### config.mk
export PLATFORM = sky130hd
export DESIGN_NAME = counter_lru_object_cache_policy_core
export DESIGN_NICKNAME = d
export VERILOG_FILES = /design/src/rtl/core/clru_pkg.sv /design/src/rtl/core/clru_table.sv /design/src/rtl/core/counter_lru_object_cache_policy_core.sv
export SDC_FILE = /design/constraint.sdc
export NUM_CORES = 2
export LEC_CHECK = 0
export ABC_AREA = 1
export BUFFER_PORTS_ARGS = -buffer_cell sky130_fd_sc_hd__buf_2
export CORE_UTILIZATION = 45
export CTS_BUF_LIST = sky130_fd_sc_hd__clkbuf_8
export DETAILED_ROUTE_END_ITERATION = 16
export PLACE_DENSITY = 0.7
export SETUP_SLACK_MARGIN = 0.02
export SLEW_MARGIN = 20
export SYNTH_ARGS = -nofsm -noshare
export SYNTH_HDL_FRONTEND = slang
export SYNTH_HIERARCHICAL = 1
export SYNTH_SLANG_ARGS = --single-unit
### constraint.sdc
create_clock -name clock -period 5.4 [get_ports clock]
set_input_delay 0.54 -clock clock [delete_from_list [all_inputs] [get_ports clock]]
set_output_delay 0.54 -clock clock [all_outputs]
set_load 0.05 [all_outputs]
### src/rtl/core/clru_pkg.sv
// ----------------------------------------------------------------------------
// clru_pkg
// Types and constants shared by the counter based lru tag table core.
// ----------------------------------------------------------------------------
package clru_pkg;

   localparam int KEY_BITS   = 32;
   localparam int SLOT_BITS  = 3;
   localparam int FRESH_BITS = 15;

   localparam logic [FRESH_BITS-1:0] FRESH_RESET = 15'd10;

   localparam logic OP_LOOKUP = 1'b0;
   localparam logic OP_INSERT = 1'b1;

   typedef struct packed {
      logic                operation;
      logic [KEY_BITS-1:0] key;
   } req_type;

   typedef struct packed {
      logic                 hit;
      logic [SLOT_BITS-1:0] slot;
      logic                 replaced_valid;
      logic [KEY_BITS-1:0]  replaced_key;
   } rsp_type;

endpackage

### src/rtl/core/clru_table.sv
// ----------------------------------------------------------------------------
// clru_table
// Tag, valid and age storage with parallel match, victim select and update.
// ----------------------------------------------------------------------------
module clru_table #(
   parameter int ENTRIES   = 8,
   parameter int KEY_WIDTH = 32,
   parameter int AGE_WIDTH = 16
) (
   input  logic                              clock,
   input  logic                              reset,
   input  logic                              req_valid,
   input  clru_pkg::req_type                 req,
   input  logic [clru_pkg::FRESH_BITS-1:0]   fresh_age,
   output clru_pkg::rsp_type                 rsp
);

   localparam int IDX_W = (ENTRIES > 1) ? $clog2(ENTRIES) : 1;
   localparam int CMP_W = 33;
   localparam logic [AGE_WIDTH-1:0] AGE_MAX = {1'b0, {(AGE_WIDTH-1){1'b1}}};
   localparam logic [AGE_WIDTH-1:0] AGE_MIN = {1'b1, {(AGE_WIDTH-1){1'b0}}};

   logic [KEY_WIDTH-1:0]        tag_ff   [ENTRIES];
   logic [KEY_WIDTH-1:0]        tag_in   [ENTRIES];
   logic                        valid_ff [ENTRIES];
   logic                        valid_in [ENTRIES];
   logic signed [AGE_WIDTH-1:0] age_ff   [ENTRIES];
   logic signed [AGE_WIDTH-1:0] age_in   [ENTRIES];

   logic [KEY_WIDTH-1:0]        key_t;
   logic signed [AGE_WIDTH-1:0] fresh;
   logic [ENTRIES-1:0]          match;
   logic [ENTRIES-1:0]          empty;
   logic [ENTRIES-1:0]          hit_oh;
   logic [ENTRIES-1:0]          empty_oh;
   logic [ENTRIES-1:0]          min_oh;
   logic [ENTRIES-1:0]          victim_oh;
   logic [IDX_W-1:0]            hit_idx;
   logic [IDX_W-1:0]            victim_idx;
   logic                        rvalid;
   logic [KEY_WIDTH-1:0]        rkey;

   always_comb begin
      key_t = KEY_WIDTH'(req.key);
      if (CMP_W'(fresh_age) > CMP_W'(AGE_MAX)) begin
         fresh = AGE_MAX;
      end else begin
         fresh = AGE_WIDTH'(fresh_age);
      end

      for (int i = 0; i < ENTRIES; i++) begin
         match[i] = valid_ff[i] && (tag_ff[i] == key_t);
         empty[i] = !valid_ff[i];
      end

      // first match, first empty, first least age below fresh
      for (int i = 0; i < ENTRIES; i++) begin
         hit_oh[i]   = match[i];
         empty_oh[i] = empty[i];
         min_oh[i]   = age_ff[i] < fresh;
         for (int j = 0; j < ENTRIES; j++) begin
            if (j < i) begin
               if (match[j]) begin
                  hit_oh[i] = 1'b0;
               end
               if (empty[j]) begin
                  empty_oh[i] = 1'b0;
               end
               if (!(age_ff[i] < age_ff[j])) begin
                  min_oh[i] = 1'b0;
               end
            end else if (j > i) begin
               if (age_ff[i] > age_ff[j]) begin
                  min_oh[i] = 1'b0;
               end
            end
         end
      end

      if (|empty) begin
         victim_oh = empty_oh;
      end else if (|min_oh) begin
         victim_oh = min_oh;
      end else begin
         victim_oh = ENTRIES'(1);
      end

      hit_idx    = '0;
      victim_idx = '0;
      rvalid     = 1'b0;
      rkey       = '0;
      for (int i = 0; i < ENTRIES; i++) begin
         if (hit_oh[i]) begin
            hit_idx = hit_idx | IDX_W'(i);
         end
         if (victim_oh[i]) begin
            victim_idx = victim_idx | IDX_W'(i);
         end
         if (victim_oh[i] && valid_ff[i]) begin
            rvalid = 1'b1;
            rkey   = rkey | tag_ff[i];
         end
      end

      if (req.operation == clru_pkg::OP_LOOKUP) begin
         rsp.hit            = |hit_oh;
         rsp.slot           = clru_pkg::SLOT_BITS'(hit_idx);
         rsp.replaced_valid = 1'b0;
         rsp.replaced_key   = '0;
      end else begin
         rsp.hit            = 1'b0;
         rsp.slot           = clru_pkg::SLOT_BITS'(victim_idx);
         rsp.replaced_valid = rvalid;
         rsp.replaced_key   = clru_pkg::KEY_BITS'(rkey);
      end

      for (int i = 0; i < ENTRIES; i++) begin
         tag_in[i]   = tag_ff[i];
         valid_in[i] = valid_ff[i];
         age_in[i]   = age_ff[i];
         if (req_valid) begin
            if (req.operation == clru_pkg::OP_LOOKUP) begin
               if (hit_oh[i]) begin
                  age_in[i] = fresh;
               end
            end else begin
               if (victim_oh[i]) begin
                  tag_in[i]   = key_t;
                  valid_in[i] = 1'b1;
                  age_in[i]   = fresh;
               end else if (valid_ff[i] && (age_ff[i] != AGE_MIN)) begin
                  age_in[i] = age_ff[i] - AGE_WIDTH'(1);
               end
            end
         end
      end
   end

   always_ff @(posedge clock) begin
      for (int i = 0; i < ENTRIES; i++) begin
         tag_ff[i] <= tag_in[i];
      end
      if (reset) begin
         for (int i = 0; i < ENTRIES; i++) begin
            valid_ff[i] <= 1'b0;
            age_ff[i]   <= '0;
         end
      end else begin
         for (int i = 0; i < ENTRIES; i++) begin
            valid_ff[i] <= valid_in[i];
            age_ff[i]   <= age_in[i];
         end
      end
   end

endmodule

### src/rtl/core/counter_lru_object_cache_policy_core.sv
// ----------------------------------------------------------------------------
// counter_lru_object_cache_policy_core
// Fully associative tag table with counter based lru replacement.
// ----------------------------------------------------------------------------
//  channel  ports                         direction  handshake
//  request  start, busy, req_data         in         start && !busy
//  result   rsp_strobe, rsp_data          out        one-cycle strobe
//  csr      csr_we, csr_wdata             in         write on csr_we
//
//  one request per cycle; busy stays low
//  request registers into req_ff; the table result and strobe register into rsp_ff and rsp_strobe_ff
//  the table read and update path sets the rate: one compare and age-select pass
//  reset clears valid bits and ages at once; fresh_age returns to 10
// ----------------------------------------------------------------------------
module counter_lru_object_cache_policy_core #(
   parameter int ENTRIES   = 8,
   parameter int KEY_WIDTH = 32,
   parameter int AGE_WIDTH = 16
) (
   input  logic                            clock,
   input  logic                            reset,
   input  logic                            start,
   output logic                            busy,
   input  clru_pkg::req_type               req_data,
   output logic                            rsp_strobe,
   output clru_pkg::rsp_type               rsp_data,
   input  logic                            csr_we,
   input  logic [clru_pkg::FRESH_BITS-1:0] csr_wdata
);

   logic                            req_valid_ff;
   logic                            req_valid_in;
   clru_pkg::req_type               req_ff;
   clru_pkg::req_type               req_in;
   logic [clru_pkg::FRESH_BITS-1:0] fresh_ff;
   logic [clru_pkg::FRESH_BITS-1:0] fresh_in;
   logic                            rsp_strobe_ff;
   clru_pkg::rsp_type               rsp_ff;
   clru_pkg::rsp_type               rsp_in;

   assign busy         = 1'b0;
   assign req_valid_in = start && !busy;
   assign req_in       = req_data;
   assign fresh_in     = csr_we ? csr_wdata : fresh_ff;

   clru_table #(
      .ENTRIES   (ENTRIES),
      .KEY_WIDTH (KEY_WIDTH),
      .AGE_WIDTH (AGE_WIDTH)
   ) u_table (
      .clock     (clock),
      .reset     (reset),
      .req_valid (req_valid_ff),
      .req       (req_ff),
      .fresh_age (fresh_ff),
      .rsp       (rsp_in)
   );

   always_ff @(posedge clock) begin
      req_ff <= req_in;
      rsp_ff <= rsp_in;
      if (reset) begin
         req_valid_ff  <= 1'b0;
         rsp_strobe_ff <= 1'b0;
         fresh_ff      <= clru_pkg::FRESH_RESET;
      end else begin
         req_valid_ff  <= req_valid_in;
         rsp_strobe_ff <= req_valid_ff;
         fresh_ff      <= fresh_in;
      end
   end

   assign rsp_strobe = rsp_strobe_ff;
   assign rsp_data   = rsp_ff;

endmodule
==> flow_summary_export.csv <==
group,metric,value,unit
critical_path,reg2reg_depth,18,
grt,use_met2,51.9,%
power,p_leak,20.6,nW
sta,fmax,213,MHz
die,fp-row-count,106,
sta,setup_viol,0,
worst_hold_path,whs_endpoint,"fresh_ff[3]",
clock_tree,postCtsResizedCells,0,
sta,skew,0.0478,ns
yosys,synth_seq_area_share,31.5,%
drt,drt_pass1_iterations,6,
yosys,synth-edff-count,256,
clock_tree,post-cts-setup-buffers,0,
power,seqPwrFrac,38.6,%
critical_path,rrSetupSlack,0.71,ns
worst_hold_path,min_path_cells,3,
layout,fin_cells,6615,
place,placedCellCount,6413,
clock_tree,cts_max_path_buffers,3,
layout,seq_area,12200,um2
die,io_pins,91,
worst_hold_path,min_from,"csr_wdata[3]",
critical_path,path_class,"reg2reg",
place,io_buffers,89,
layout,syn2layout_area_growth,12.2,%
critical_path,r2r-start,"u_table/age_ff[0][47]",
grt,grt-busiest-layer,"met1",
clock_tree,numCtsBuffers,91,
drt,postRouteAntennaNets,0,
grt,grt_pass1_vias,36000,
yosys,synth_top_area_cell,"edfxtp_1",
yosys,yosysTopAreaCellShare,19.9,%
drt,drc,0,
yosys,syn_nets,5757,
critical_path,r2r_end,"rsp_data[18]",
critical_path,slowest_delay,0.50,ns
grt,grtUsageMet3,12.6,%
power,p_sw_share,35.8,%
clock_tree,cts.sinks,479,
grt,grt_pass1_wl,241,mm
critical_path,crit_path_top_delay_cell,"ha_1",
power,p_comb_share,25.3,%
power,p_int,6.72,mW
critical_path,worstPathArrival,5.28,ns
sta,rsz0062_at_grt,"no",
yosys,synth_ff_type,"edfxtp_1",
critical_path,endpoint_kind,"flip-flop",
grt,grt_max_degree,87,
sta,fin_crit_sh,86.9,%
layout,fillers,8260,
yosys,synthCells,5165,
outcome,status,"finished, final reports clean",
grt,antenna_found_initial,10,
critical_path,startpoint,"u_table/age_ff[0][47]",
drt,viasPerCell,6.07,
die,initial_core_util,45.8,%
die,dieHeight,295,um
power,pwr-share-clk,36.1,%
place,gp_congestion,1.10,
drt,wl_per_cell,25.6,um
drt,vias,40200,
yosys,synth_most_common_cell,"nand2_1",
clock_tree,path_clk_slew,0.06,ns
power,switching_power,3.75,mW
clock_tree,cts_hold_buf,35,
yosys,ys_top_cells_by_area,"edfxtp_1 20%, ha_1 18%, nand2_1 12%",
yosys,async_reset_ff_share,0,%
critical_path,path_cells,"inv_1 > ha_1 > nand4_1 > a31oi_1 > nor2_1 > nand2_1 > nand2_1 > nand2_1 > nor2_1 > nand2_1 > nor2_1 > nand2_1 > buf_4 > inv_1 > nand2_1 > o221ai_1 > nor2_1 > a21oi_1",
sta,hold_violations,0,
sta,layout_min_cycle_time,4.69,ns
layout,final_layout_size_suffix_gt1_share,9.32,%
sta,setup_tns,0,ns
drt,first_iter_violations,6039,
sta,worst_pin_slew,1.12,ns
die,coreArea,84200,um2
critical_path,critPathLaunchType,"flip-flop",
layout,multi_input_area,23500,um2
grt,gr-total-overflow,0,
run,maxCapViolCount,0,
yosys,synth_area_per_cell,7.46,um2
drt,wirelength,169,mm
sta,max-slew-margin-rel,23.2,%
yosys,ys_ff_latch,479,
critical_path,required,5.98,ns
clock_tree,cts_tree,"yes",
yosys,synth_area,38600,um2
grt,use_met1,55.4,%
clock_tree,clock_latency,0.75,ns
layout,final_nets,5999,
die,dieArea,86800,um2
power,vdd_drop_max,273,uV
place,hpwl,133,mm
clock_tree,cts_max_level,3,
yosys,synth.distinct_cells,68,
critical_path,path_max_fanout,13,
yosys,ys_warn_count,6,
critical_path,cp_common_cell,"nand2_1",
clock_tree,cts_root_buf,"clkbuf_8",
worst_hold_path,hold_class,"in2reg",
yosys,ys_top_cells_by_count,"1191 x nand2_1, 573 x inv_1, 540 x ha_1",
grt,grtUsageTotal,38.3,%
power,power_density,242,nW/um2
die,die_w,295,um
sta,slew_violations,0,
layout,fin_util,51.3,%
-- cell families (layout without fill, tap and decap cells) --
group	after synthesis	after routing	share of synthesized area, %
simple gates	2359	2359	26.6
compound gates	870	870	12.5
buf+inv	738	1053	7.78
fa+ha+maj	540	540	17.5
flops	479	479	31.5
xor+xnor	177	177	4.02
other cells	1	2	0.00973
mux	1	1	0.0260
-- area by class of cell --
class                           count  area share (%)
Clock inverter                     58           0.833
Sequential cell                   479            28.1
Clock buffer                      108            3.44
Tap cell                         1134            3.28
Multi-Input combinational cell   3948            54.2
Antenna cell                        1         0.00579
Timing Repair Buffer              282            4.84
Inverter                          605            5.26
-- state kept, by name, summed over array words and instances, names as in the netlist --
name	count
u_table/tag_ff	256
req_valid_ff	1
rsp_data	37
fresh_ff	15
u_table/age_ff	128
rsp_strobe	1
req_ff	33
u_table/valid_ff	8
-- metal layers --
| layer | up-vias | part of all wire [%] |
|---|---|---|
| met2 | 2734 | 39 |
| met5 | - | 0.047 |
| met4 | 10 | 3.7 |
| li1 | 18100 | - |
| met1 | 19000 | 42 |
| met3 | 385 | 15 |
-- worst max path at each step --
stage,endpoint,cells past startpoint
3_5_place_dp,u_table/age_ff[1][50],18
6_report,rsp_data[18],18
2_1_floorplan,u_table/tag_ff[1][100],13
4_1_cts,u_table/age_ff[1][59],18
3_3_place_gp,rsp_data[18],18
5_1_grt,u_table/age_ff[1][43],17
-- critical path: cells and delay by family, from the launching register on --
family | cells | cell delay, ns
AO/OA/AOI/OAI | 3 | 1.00
adder cells (fa/ha/maj) | 1 | 0.50
flip-flops | 1 | 0.43
AND/OR/NAND/NOR | 11 | 1.64
buffers and inverters | 3 | 0.97
-- metrics by stage --
stage	setup slack (ns)	area [um2]	total power, mW	hold WS (ns)
finish	0.710	43200	10.5	0.0584
floorplan	0.927	38600	5.78	0.424
global placement	1.12	41000	6.59	0.487
detailed placement	1.10	41000	6.63	0.484
CTS	1.08	43200	10.4	0.0104
global route	0.648	43200	10.9	0.0724
-- cell usage in the layout, fill, tap and decap left out, types with 13 or more instances in the layout --
master            n
nor4_1           73
dlygate4sd3_1    35
o2111ai_1        35
nand3_1         192
buf_4           149
clkinv_2         17
inv_1           597
o21ai_0         268
xnor2_1          48
a21oi_1         377
edfxtp_1        256
nand2_1        1191
inv_2            27
dfxtp_1         223
or2_2            46
nor3_1          105
nand4_1         149
xor2_1          129
a211oi_1         14
clkinv_1         13
o21a_1           26
buf_2            89
ha_1            540
clkbuf_8        108
nor2_1          523
o21ai_1          61
nand2_2          13
a31oi_1          26
-- power groups by stage --
stage	clock network [mW]	registers (mW)	logic [mW]
6_report	3.78	4.04	2.65
3_3_place_gp	0	4.11	2.48
5_1_grt	3.97	4.05	2.90
3_5_place_dp	0	4.11	2.52
4_1_cts	3.82	4.03	2.56
2_1_floorplan	0	4.07	1.70
(Power assumes the default switching activity.)
